$ cat src/sv/rtwq_pkg.sv
// shared types, constants and helpers for the release time wakeup queue
`timescale 1ns / 1ps
`default_nettype none
package rtwq_pkg;

  localparam int unsigned QUEUE_DEPTH_DEF = 16;
  localparam int unsigned TASK_COUNT_DEF  = 64;

  localparam int TASK_W   = 6;
  localparam int TIME_W   = 64;
  localparam int JOB_W    = 32;
  localparam int MARGIN_W = 32;
  localparam int KIND_W   = 2;

  localparam logic CMD_DELAY = 1'b0;
  localparam logic CMD_TICK  = 1'b1;

  typedef enum logic [KIND_W-1:0] {
    EV_QUEUED = 2'd0,
    EV_LATE   = 2'd1,
    EV_WOKEN  = 2'd2,
    EV_FULL   = 2'd3
  } event_kind_t;

  // classified word handed from front to back
  typedef struct packed {
    logic              is_tick;
    logic              late;
    logic [TASK_W-1:0] task_id;
    logic [TIME_W-1:0] rel;
    logic [TIME_W-1:0] now;
  } cmd_word_t;

  function automatic logic [TIME_W-1:0] sat_add(logic [TIME_W-1:0] a,
                                                logic [MARGIN_W-1:0] b);
    logic [TIME_W:0] s;
    s = {1'b0, a} + {{(TIME_W + 1 - MARGIN_W){1'b0}}, b};
    return s[TIME_W] ? '1 : s[TIME_W-1:0];
  endfunction

endpackage
`default_nettype wire

$ cat src/sv/rtwq_front.sv
// input acceptance, classification and two entry command queue
`timescale 1ns / 1ps
`default_nettype none
module rtwq_front import rtwq_pkg::*; (
  input  wire logic              clk,
  input  wire logic              rst_n,
  input  wire logic              init_done,
  input  wire logic              in_valid,
  output logic                   in_ready,
  input  wire logic              in_command,
  input  wire logic [TASK_W-1:0] in_task_id,
  input  wire logic [TIME_W-1:0] in_release_time,
  input  wire logic [TIME_W-1:0] in_now,
  output logic                   q_valid,
  output cmd_word_t              q_word,
  input  wire logic              q_pop
);

  cmd_word_t  fifo_r [2];
  logic       wr_ptr_r;
  logic       rd_ptr_r;
  logic [1:0] cnt_r;
  logic       push;
  logic       pop;
  cmd_word_t  word;

  assign in_ready = init_done && (cnt_r != 2'd2);
  assign q_valid  = (cnt_r != 2'd0);
  assign q_word   = fifo_r[rd_ptr_r];
  assign push     = in_valid && in_ready;
  assign pop      = q_pop && q_valid;

  always_comb begin
    word.is_tick = (in_command == CMD_TICK);
    word.late    = (in_release_time <= in_now);
    word.task_id = in_task_id;
    word.rel     = in_release_time;
    word.now     = in_now;
  end

  always_ff @(posedge clk) begin
    if (!rst_n) begin
      wr_ptr_r <= 1'b0;
      rd_ptr_r <= 1'b0;
      cnt_r    <= 2'd0;
    end else begin
      if (push) begin
        wr_ptr_r <= ~wr_ptr_r;
      end
      if (pop) begin
        rd_ptr_r <= ~rd_ptr_r;
      end
      cnt_r <= cnt_r + {1'b0, push} - {1'b0, pop};
    end
  end

  always_ff @(posedge clk) begin
    if (push) begin
      fifo_r[wr_ptr_r] <= word;
    end
  end

endmodule
`default_nettype wire

$ cat config.mk
export PLATFORM = sky130hd
export DESIGN_NAME = rtwq_front
export DESIGN_NICKNAME = d
export VERILOG_FILES = /design/src/sv/rtwq_pkg.sv /design/src/sv/rtwq_front.sv
export SDC_FILE = /design/constraint.sdc
export NUM_CORES = 1
export LEC_CHECK = 0
export ABC_CLOCK_PERIOD_IN_PS = 12600
export BUFFER_PORTS_ARGS = -buffer_cell sky130_fd_sc_hd__buf_2
export CORE_MARGIN = 5
export CORE_UTILIZATION = 39
export DETAILED_ROUTE_END_ITERATION = 12
export PLACE_DENSITY = 0.57
export SYNTH_ARGS = -nofsm -noshare
export SYNTH_HDL_FRONTEND = slang
export SYNTH_SLANG_ARGS = --single-unit
export TNS_END_PERCENT = 20
$ cat constraint.sdc
create_clock -name clk -period 12.6 [get_ports clk]
set_input_delay 0.63 -clock clk [delete_from_list [all_inputs] [get_ports clk]]
set_output_delay 0.63 -clock clk [all_outputs]
set_load 0.02 [all_outputs]
# Yosys cells after proc, flatten, opt, wreduce, memory -nomap -nowiden
# Memories as Yosys holds them, arrays and structs flattened. A register that Yosys moved wholly into a read port is not among the register bits.
# Index checks and enable logic that the tools add are counted.
[op_classes]
addsub = 2
mul = 0
n_div = 0
order_cmp = 1
n_eq_ne = 1
shifts = 0
mux = 4
bitwise_logic = 2
reduce_logical = 4
[ops]
columns = ["operator", "count"]
rows = [
  ["64-bit <= comparator", 1],
  ["1-bit two-way mux", 4],
  ["1-bit logical AND", 3],
  ["2-bit by 1-bit adder with 2-bit output", 1],
  ["2-bit != test (second input constant)", 1],
  ["1-bit NOT", 2],
  ["2-bit nonzero test", 1],
  ["2-bit by 1-bit subtractor with 2-bit output", 1],
]
[word_totals]
ff_bits = 4
latch_bits = 0
ramBits = 272
mem_bits_ro = 0
input_bits = 140
output_inout_bits = 138
elab_cells = 18
n_memories = 1
[mem_list]
columns = ["memory", "words", "word_bits", "rd", "rd_ports_with_merged_regs", "write_ports", "line_no", "source"]
rows = [
  ["fifo_r", 2, 136, 1, 1, 1, "rtwq_front.sv:19", "cmd_word_t fifo_r [2];"],
]

# Logic depth before layout (Yosys ltp)
# Gate-level depths: netlist of the first run.
[depth]
word_depth = 5
ltp_mapped = 9
ltp_nobuf = 9

# Least setup slack after synthesis of the first run
# No wires, ideal clock.
[synth_timing]
path_kind = "input to register"
start = "in init_done"
end = "mem fifo_r[0][0] in the netlist's numbering, enable pin"
setup_ps = 635
arrival_ps = 6919
t_required_ps = 11965
slack_ps = 5046
cell_stages = 3
n_path_buf = 0
path_cell_list = "a21boi_1 > nand2_1 > nor2_1"
[synth_between]
elab_chain_len = 4
[synth_rtl]
columns = ["item", "line_no", "source"]
rows = [
  ["start, declared", "rtwq_front.sv:7", "input wire logic init_done,"],
  ["1-bit logical AND", "rtwq_front.sv:27", "assign in_ready = init_done && (cnt_r != 2'd2);"],
  ["1-bit logical AND", "rtwq_front.sv:30", "assign push = in_valid && in_ready;"],
  ["1-bit two-way mux", "rtwq_front.sv:58", "if (push) begin"],
  ["1-bit two-way mux (implied by the code)", "rtwq_front.sv:59", "fifo_r[wr_ptr_r] <= word;"],
  ["end, declared", "rtwq_front.sv:19", ""],
]
# Every way passes these cells.

==> impl_results.md, run 1 <==
* Compound-Gate Fraction of Synth Area at 2.77%
* Htree depth at 1
* Placed Cells at 1333
* Cells after synthesis at 676
* Largest net degree at the start of global routing at 71
* Top cell type's share of synthesized area at 70.3%
* Hold-fix buffers, CTS at 0
* Global placer's final weighted congestion at 0.721
* Fin. max-slew vios at 0
* Power per standard cell area at 173 mW/mm2
* Cell family with most CP delay: buffers and inverters
* Std-Cell Rows at 63
* Peak VDD IR at 0.126 mV
* Fmax at 262 MHz
* Clock Tree Root: clkbuf_16
* Vias in the first global route at 6882
* Unrepaired setup endpoints after global routing: false
* Sequential share of the synthesized area at 71.2%
* Clock sink count at 277
* Chip width at 183 um
* CP required at 11.97 ns
* CP max FO at 70
* Mux cell area share after synthesis at 13.2%
* Initial Utilization at 39.4%
* YS warnings at 0
* Largest stage delay, worst path at 0.97 ns
* Asr flop ratio synth at 0%
* Largest family of logic cells by synthesized area: multiplexers
* Area share of xor/xnor cells in the synthesized design at 0.226%
* Post-synth net total at 882
* Post-synthesis simple-gate area fraction at 2.76%
* Initial DRC count at 252
* CP Class: register to primary output
* Final setup vio count at 0
* Worst-margin pin slew at 1.03 ns
* TNS Setup at 0 ns
* Synthesis-stage register bit count at 277
* Place WS at 8.81 ns
* Die footprint at 0.0333 mm2
* Drt total wl at 25.3 mm
* Via Count at 6559
* Die H at 183 um
* Final period utilization at 30.2%
* Fin cells at 1390
* Unique masters post-synth at 40
* Core Area at 0.0295 mm2
* Routed len/inst at 18.2 um
* DP HPWL at 17.9 mm
* Clock Skew at 0.00689 ns
* WHS at 0.281 ns
* Routed Antenna Nets at 0
* Number of gates resized after CTS at 0
* WP buf/inv at 2
* Synthesized cell area at 0.0116 mm2
* Inserted Clock Buffers at 30
* Drc violations at 0
* Initial antenna violation count at 10
* Total of max-cap violations at 0
* Global route overflow at 0
* Synth area leaders: edfxtp_1, mux2_1, ha_1, inv_1, a21oi_1
* CP startpoint kind: register
* Global-route wire length before repair at 38.7 mm
* Leak at 5.75 nW
* Cell taking the most area after synthesis: edfxtp_1
* Critical path endpoint category: primary output
* Ports at 278
* Clk slew on worst S/H paths at 0.06 ns
* Vias/cell at 4.72
* Syn-to-layout area delta at 24.0%
* Post-CTS Setup Bufs at 0
* Status: finished, final reports clean
* Hold Violations, Final at 0
* Primary FF master, synth: edfxtp_1
* Final worst slack at 8.79 ns
* Port buffer count at 277
* Post-Synthesis Mean Instance Area at 17.2 um2
* GRT Util Overall at 14.7%
* Minimum clock period at 3.81 ns
* CP arrival at 3.18 ns
* CP max-delay cell: dfxtp_4
* TritonRoute pass-1 iters at 4
* Adder-Cell Fraction of Synth Area at 7.11%
* EDFF count, synth at 272
* Worst-path cell chain: buf_4 > mux2_1 > buf_2
* Slew margin rel. at 31.6%
* Clk Latency, worst-skew pair at 0.53 ns
* Fraction of layout cells with a size suffix above 1 at 33.1%
* Final nets at 1181
* CTS tree: done
* Hold Crit Class: input pin to register
* Clock Tree Buf Depth at 3
==> layout make-up <==
| type | instances | area [um2] |
|---|---|---|
| Clock inverter | 11 | 56.3 |
| Tap cell | 390 | 488 |
| Antenna cell | 3 | 7.51 |
| Sequential cell | 277 | 8270 |
| Inverter | 68 | 255 |
| Timing Repair Buffer | 282 | 1420 |
| Fill cell | 2617 | 15100 |
| Clock buffer | 43 | 861 |
| Multi-Input combinational cell | 316 | 3040 |
==> metrics by stage <==
stage / instance area, um2 / util [%] / total power, mW
final: 14400 / 48.8 / 2.50
after global routing: 14400 / 48.8 / 2.63
after CTS: 14400 / 48.8 / 2.54
after detailed placement: 13500 / 45.7 / 1.73
after global placement: 13500 / 45.7 / 1.73
after floorplan: 11600 / - / 1.52
==> layer usage <==
metal | vias up | wire length (um) | global-route usage, %
met5 | - | 91 | 0
met4 | 16 | 467 | 3.18
met3 | 47 | 2760 | 6.48
met2 | 204 | 11200 | 22.6
met1 | 3116 | 10800 | 19.5
li1 | 3176 | - | -
==> synthesized netlist by cell type, types with 2 or more instances <==
cell type,instances
edfxtp_1,272
mux2_1,136
inv_1,68
ha_1,66
a21oi_1,27
nand2_1,17
nand4_1,12
clkbuf_1,8
o21ai_0,8
a21o_1,6
buf_2,5
dfxtp_1,5
nor2b_1,5
and2_1,4
nand3_1,4
a211oi_1,3
nor2_1,3
xnor2_1,3
buf_1,2
o21ai_1,2
==> layout by cell type, fill, tap and decap left out, drive strengths merged, types with 2 or more instances in the layout <==
master    Yosys  routed
a211oi        3       3
a21o          6       6
a21oi        27      27
and2          4       4
buf           7     282
clkbuf        8      43
clkinv        0       9
clkinvlp      0       2
dfxtp         5       5
diode         0       3
edfxtp      272     272
ha           66      66
inv          68      68
mux2        136     136
nand2        17      17
nand3         4       4
nand4        13      13
nor2          3       3
nor2b         5       5
o21ai        10      10
or4           2       2
xnor2         3       3
==> logic make-up after synthesis <==
group / Yosys count
DFF: 277
muxes: 136
buffers and inverters: 83
adders and majority gates: 66
and+or+nand+nor: 57
AOI/OAI and AO/OA: 54
xor gates and xnor gates: 3
==> flip-flops by register name (all words and copies together) (netlist names), named ones only <==
register and count:
wr_ptr_r 1, cnt_r 2, fifo_r 272, rd_ptr_r 1
==> final timing paths <==
kind / startpoint / to / slack (ns) / cells past startpoint
setup / recovery: register / q_word[35] / 8.79 / 3
hold / removal: in_task_id[5] / fifo_r[0][133] / 0.28 / 1
setup reg to reg: cnt_r[0] / fifo_r[0][104] / 9.25 / 6
hold reg to reg: rd_ptr_r / register / 0.53 / 2
==> power breakdown <==
part | leakage, nW | switching (mW) | internal, mW
registers | 2.53 | 0.0425 | 1.09
clock network | 0.449 | 0.335 | 0.470
logic | 2.76 | 0.351 | 0.211
No activity file was read; power rests on OpenSTA's default activity.
==> run 2, diff against run 1 <==
--- a/config.mk
+++ b/config.mk
@@ -5,12 +5,12 @@
 export SDC_FILE = /design/constraint.sdc
 export NUM_CORES = 1
 export LEC_CHECK = 0
-export ABC_CLOCK_PERIOD_IN_PS = 12600
+export ABC_CLOCK_PERIOD_IN_PS = 3400
 export BUFFER_PORTS_ARGS = -buffer_cell sky130_fd_sc_hd__buf_2
 export CORE_MARGIN = 5
 export CORE_UTILIZATION = 39
 export DETAILED_ROUTE_END_ITERATION = 12
-export PLACE_DENSITY = 0.57
+export PLACE_DENSITY = 0.6
 export SYNTH_ARGS = -nofsm -noshare
 export SYNTH_HDL_FRONTEND = slang
 export SYNTH_SLANG_ARGS = --single-unit
==> constraint.sdc (replaced) <==
create_clock -name clk -period 3.4 [get_ports clk]
set_input_delay 0.17 -clock clk [delete_from_list [all_inputs] [get_ports clk]]
set_output_delay 0.17 -clock clk [all_outputs]
set_load 0.02 [all_outputs]
==> run 2 against run 1 <==
Cell area rose by 10%. Critical path depth did not move. Clock skew barely moved. Combinational power rose to 4.1 times the previous value. Via count rose by 8.7%. Sequential cell count did not move. Sequential share of layout area fell by 5.3 points. Final cell count rose by 9.9%. Critical endpoint is now q_word[134]. Largest power group unchanged.
==> impl_results.md, run 2 (synthesis gave the netlist of run 1 again) <==
* Critical path endpoint category: primary output
* Status: finished, final reports clean
* Initial antenna violation count at 0
* Fmax at 406 MHz
* Largest net degree at the start of global routing at 71
* Initial Utilization at 39.4%
* Routed Antenna Nets at 0
* Leading cell type in the layout, fill and taps excluded: buf_2
* Total of max-cap violations at 0
* Global route overflow at 0
* WHS at 0.0834 ns
* Fin cells at 1528
* Unrepaired setup endpoints after global routing: false
* Ant. Diodes at 0
* CP arrival at 2.29 ns
* Global placer's final weighted congestion at 0.778
* Fraction of layout cells with a size suffix above 1 at 28.7%
* Placed Cells at 1335
* Inserted Clock Buffers at 31
* Minimum clock period at 2.46 ns
* Clock Skew at 0.00707 ns
* Vias/cell at 4.66
* Overall power at 9.51 mW
* TNS Setup at 0 ns
* Initial DRC count at 224
* Number of flip-flops in the largest register at 272
* Global-route wire length before repair at 41.4 mm
* Power per standard cell area at 600 mW/mm2
* Hold Violations, Final at 0
* Vias in the first global route at 7555
* Port buffer count at 277
* Post-CTS Setup Bufs at 0
* TritonRoute pass-1 iters at 4
* Htree depth at 1
* Chip width at 183 um
* Clock sink count at 277
* CTS tree: done
* Final period utilization at 72.4%
* Drc violations at 0
* Clk slew on worst S/H paths at 0.06 ns
* Number of gates resized after CTS at 0
* Slew margin rel. at 59.4%
* CP startpoint kind: register
* Hold path start: q_pop
* FF-to-FF Start: cnt_r[0]
* Final nets at 1320
* Hold-fix buffers, CTS at 136
* Hold Crit Class: input pin to register
* Core Area at 0.0295 mm2
* Top flop regs: fifo_r (272), cnt_r (2)
* Ports at 278
* Core Util, Final at 53.8%
* CP max FO at 58
* Clk Latency, worst-skew pair at 0.54 ns
* Std-Cell Rows at 63
* Syn-to-layout area delta at 36.6%
* Die footprint at 0.0333 mm2
* CP required at 3.23 ns
* Leak at 6.35 nW
* Clock Tree Buf Depth at 3
* DP HPWL at 18.3 mm
* Final setup vio count at 0
* Clock Tree Root: clkbuf_16
* Via Count at 7128
* Drt total wl at 26.7 mm
* Most flop-heavy register: fifo_r
* Fin. max-slew vios at 0
* Peak VDD IR at 0.388 mV
* GRT Util Overall at 15.6%
* Commonest cells after routing, fill and taps aside: buf_2, edfxtp_1, mux2_1, dlygate4sd3_1, inv_1
* CP Class: register to primary output
* Worst-margin pin slew at 0.609 ns
* Die H at 183 um
* Routed len/inst at 17.5 um
-- run 2: metrics by stage --
| stage | area, um2 | worst slack, ns |
|---|---|---|
| after floorplan | 11600 | 0.0841 |
| after global placement | 13600 | 1.20 |
| after detailed placement | 13600 | 1.15 |
| after CTS | 15900 | 0.854 |
| final | 15900 | 0.937 |
| after global routing | 15900 | 0.793 |
-- run 2: path summary, 6_finish.rpt --
kind	to	slack, ns	cells after the start
hold reg to reg	register	0.54	2
setup / recovery	q_word[134]	0.94	3
setup reg to reg	fifo_r[1][69]	1.52	4
hold / removal	register	0.08	4
-- run 2: layout make-up --
type	count	area (um2)
Fill cell	2439	13600
Sequential cell	277	8270
Inverter	68	255
Tap cell	390	488
Clock inverter	19	136
Clock buffer	38	802
Multi-Input combinational cell	316	3040
Timing Repair Buffer	420	2860
-- run 2: power breakdown --
| group | internal [mW] | leakage (nW) | total (mW) | switching, mW |
|---|---|---|---|---|
| Combinational | 0.919 | 3.36 | 2.32 | 1.40 |
| Sequential | 4.03 | 2.53 | 4.15 | 0.116 |
| Clock | 1.81 | 0.455 | 3.05 | 1.24 |
-- run 2: worst max-delay path, cell delays in order, from the launching register on --
cell	delay (ns)
dfxtp_4	0.73
buf_12	0.41
mux2_1	0.41
buf_2	0.18
-- run 2: metal layers --
layer	track usage, %	vias to the layer above	routed length, um	share of wire [%]
met3	4.82	40	2310	8.7
met5	0	-	0	0
met2	26.5	225	12700	47
met1	19.6	3409	11100	42
li1	-	3454	-	-
met4	3.42	0	597	2.2
==> run 3, diff against run 2 <==
--- a/config.mk
+++ b/config.mk
@@ -5,12 +5,13 @@
 export SDC_FILE = /design/constraint.sdc
 export NUM_CORES = 1
 export LEC_CHECK = 0
-export ABC_CLOCK_PERIOD_IN_PS = 3400
+export ABC_AREA = 1
+export ABC_CLOCK_PERIOD_IN_PS = 2100
 export BUFFER_PORTS_ARGS = -buffer_cell sky130_fd_sc_hd__buf_2
 export CORE_MARGIN = 5
 export CORE_UTILIZATION = 39
 export DETAILED_ROUTE_END_ITERATION = 12
-export PLACE_DENSITY = 0.6
+export PLACE_DENSITY = 0.59
 export SYNTH_ARGS = -nofsm -noshare
 export SYNTH_HDL_FRONTEND = slang
 export SYNTH_SLANG_ARGS = --single-unit
==> constraint.sdc (replaced) <==
create_clock -name clk -period 2.1 [get_ports clk]
set_input_delay 0.105 -clock clk [delete_from_list [all_inputs] [get_ports clk]]
set_output_delay 0.105 -clock clk [all_outputs]
set_load 0.02 [all_outputs]
==> run 3 against run 2 <==
Via count is 3.6% higher. Critical path depth is 1 higher. Non-clock buffer count is 23 higher. Critical path type unchanged. Largest power group unchanged.
==> impl_results.md, run 3 <==
* Synthesis-stage register bit count at 277
* Syn-to-layout area delta at 38.6%
* Multi-input logic area at 0.00325 mm2
* Worst path most repeated cell: buf_12
* Fmax at 500 MHz
* Die footprint at 0.0341 mm2
* Total of max-cap violations at 0
* Synth top cells by count: edfxtp_1, mux2_2, inv_1
* Internal power at 11.5 mW
* Global-route wire length before repair at 42.0 mm
* Clock Tree Root: clkbuf_16
* Vias/cell at 4.62
* Worst-margin pin slew at 0.459 ns
* Most flop-heavy register: fifo_r
* Primary FF master, synth: edfxtp_1
* Clk Latency, worst-skew pair at 0.54 ns
* Filler cell count at 2511
* FF-to-FF Start: cnt_r[0]
* Routed Antenna Nets at 0
* Sequential share of the synthesized area at 69.5%
* Sw Pwr at 4.65 mW
* Clock Skew at 0.00691 ns
* Die H at 185 um
* TritonRoute pass-1 iters at 4
* Synth area leaders: edfxtp_1, mux2_2, ha_1, mux2_4, inv_1
* Post-synth net total at 927
* Drt total wl at 27.7 mm
* Critical path endpoint category: primary output
* Synthesized cell area at 0.0119 mm2
* Ports at 278
* Fin. max-slew vios at 0
* DP HPWL at 18.4 mm
* Unique masters post-synth at 27
* Inserted Clock Buffers at 30
* Cell taking the most area after synthesis: edfxtp_1
* Routed len/inst at 17.3 um
* Seq pwr share at 41.3%
* YS warnings at 0
* CP startpoint kind: register
* Top flop regs: fifo_r (272), cnt_r (2)
* Cells after synthesis at 721
* Fraction of layout cells with a size suffix above 1 at 41.0%
* CP max-delay cell: dfxtp_4
* Cell family with most CP delay: buffers and inverters
* CTS tree: done
* Initial Utilization at 39.2%
* Commonest cells after routing, fill and taps aside: edfxtp_1, buf_2, dlygate4sd3_1
* Initial antenna violation count at 0
* Combinational power share at 27.9%
* Drc violations at 0
* Core Area at 0.0303 mm2
* CP required at 2.00 ns
* Initial DRC count at 279
* Hold path start: init_done
* Status: finished, final reports clean
* CP arrival at 1.89 ns
* Leak at 6.76 nW
* Asr flop ratio synth at 0%
* GRT Util Overall at 15.4%
* Slew margin rel. at 69.4%
* Most common cell in the netlist: edfxtp_1
* Worst-path cell chain: buf_12 > buf_12 > mux2_2 > buf_2
* Peak VDD IR at 0.836 mV
* Largest net degree at the start of global routing at 71
* Vias in the first global route at 7753
* Leading cell type in the layout, fill and taps excluded: edfxtp_1
* Fin cells at 1600
* Global placer's final weighted congestion at 0.725
* Clock sink count at 277
* Minimum clock period at 2.00 ns
* CP max FO at 13
* Clk slew on worst S/H paths at 0.06 ns
* Sw Share at 28.7%
* Htree depth at 1
* EDFF count, synth at 272
* Final nets at 1387
* CP Class: register to primary output
* Ant. Diodes at 0
* Number of flip-flops in the largest register at 272
* Largest stage delay, worst path at 0.47 ns
* WP buf/inv at 3
* Clock Tree Buf Depth at 3
* Overall power at 16.2 mW
* Std-Cell Rows at 64
* Chip width at 185 um
* Final worst slack at 0.100 ns
* Hold Violations, Final at 0
* Global route overflow at 0
* Final period utilization at 95.2%
* Core Util, Final at 54.3%
* Final setup vio count at 0
* Flip-flop and latch area at 0.00827 mm2
* Unrepaired setup endpoints after global routing: false
* Power per standard cell area at 981 mW/mm2
* Top cell type's share of synthesized area at 68.6%
* Hold Crit Class: input pin to register
* Placed Cells at 1395
* Place WS at 0.234 ns
* Post-Synthesis Mean Instance Area at 16.5 um2
* Clk pwr share at 30.8%
* Via Count at 7386
* Port buffer count at 277
==> run 3: cell count changes in the layout (fill, tap and decap cells not counted), sizes merged, moves of 5 or more <==
cell / change
nand2: +45
buf: +18
inv: +13
nor2: +12
a21oi: +7
nand4: -7
nor2b: -5
==> run 3: timing repair <==
item,4_1_cts,5_1_grt
endpoints found under the hold margin,275,0
setup buffers,0,9
hold buffers,139,0
gates resized for setup,24,3
gates cloned,0,2
setup endpoints to repair,46,73
==> run 3: power groups by stage <==
stage | combinational [mW] | sequential (mW) | clock, mW
finish | 4.51 | 6.69 | 4.98
global route | 4.85 | 6.72 | 5.37
CTS | 4.38 | 6.69 | 5.13
detailed placement | 4.07 | 6.81 | 0
global placement | 4.07 | 6.79 | 0
floorplan | 2.69 | 6.77 | 0
==> run 3: cell type report <==
type                            instances  area share (%)
Sequential cell                       277            50.2
Multi-Input combinational cell        348            19.7
Timing Repair Buffer                  443            19.6
Clock buffer                           35            4.80
Tap cell                              396            3.00
Inverter                               81            1.84
Clock inverter                         20           0.865
==> run 3: tightest hold or removal path, delay by kind of cell <==
family / cells / cell delay [ns]
buffers and inverters: 1 / 0.10
AO/OA/AOI/OAI: 3 / 0.30
AND/OR/NAND/NOR: 1 / 0.11
==> run 3: routing by layer <==
metal / GRT usage (%) / wire [um] / share of wire (%) / up-vias
li1: - / - / - / 3588
met1: 20.4 / 12100 / 44 / 3552
met2: 25.5 / 12900 / 46 / 218
met3: 5.07 / 2310 / 8.3 / 28
met4: 2.73 / 426 / 1.5 / 0
met5: 0 / 0 / 0 / -
==> run 3: stage by stage <==
step / TNS (ns) / area, um2 / hold slack [ns]
after floorplan: -291.21 / 11900 / 0.198
after detailed placement: 0 / 14000 / 0.297
after global placement: 0 / 14000 / 0.294
after global routing: 0 / 16500 / 0.157
after CTS: -0.573 / 16400 / 0.0791
final: 0 / 16500 / 0.113
==> run 3: cell families after synthesis <==
kind of cell	Yosys count	share of synthesized area (%)
AOI/OAI and AO/OA	52	2.36
xor gates and xnor gates	1	0.0736
adders and majority gates	66	6.94
buffers and inverters	96	3.50
DFF	277	69.5
muxes	136	14.1
and+or+nand+nor	93	3.51
==> run 3: final timing paths <==
path | cells past startpoint | slack (ns) | endpoint
worst min register to register | 1 | 0.44 | register
worst max-delay path | 4 | 0.10 | q_word[22]
worst max register to register | 5 | 0.49 | fifo_r[0][120]
worst min-delay path | 5 | 0.11 | wr_ptr_r
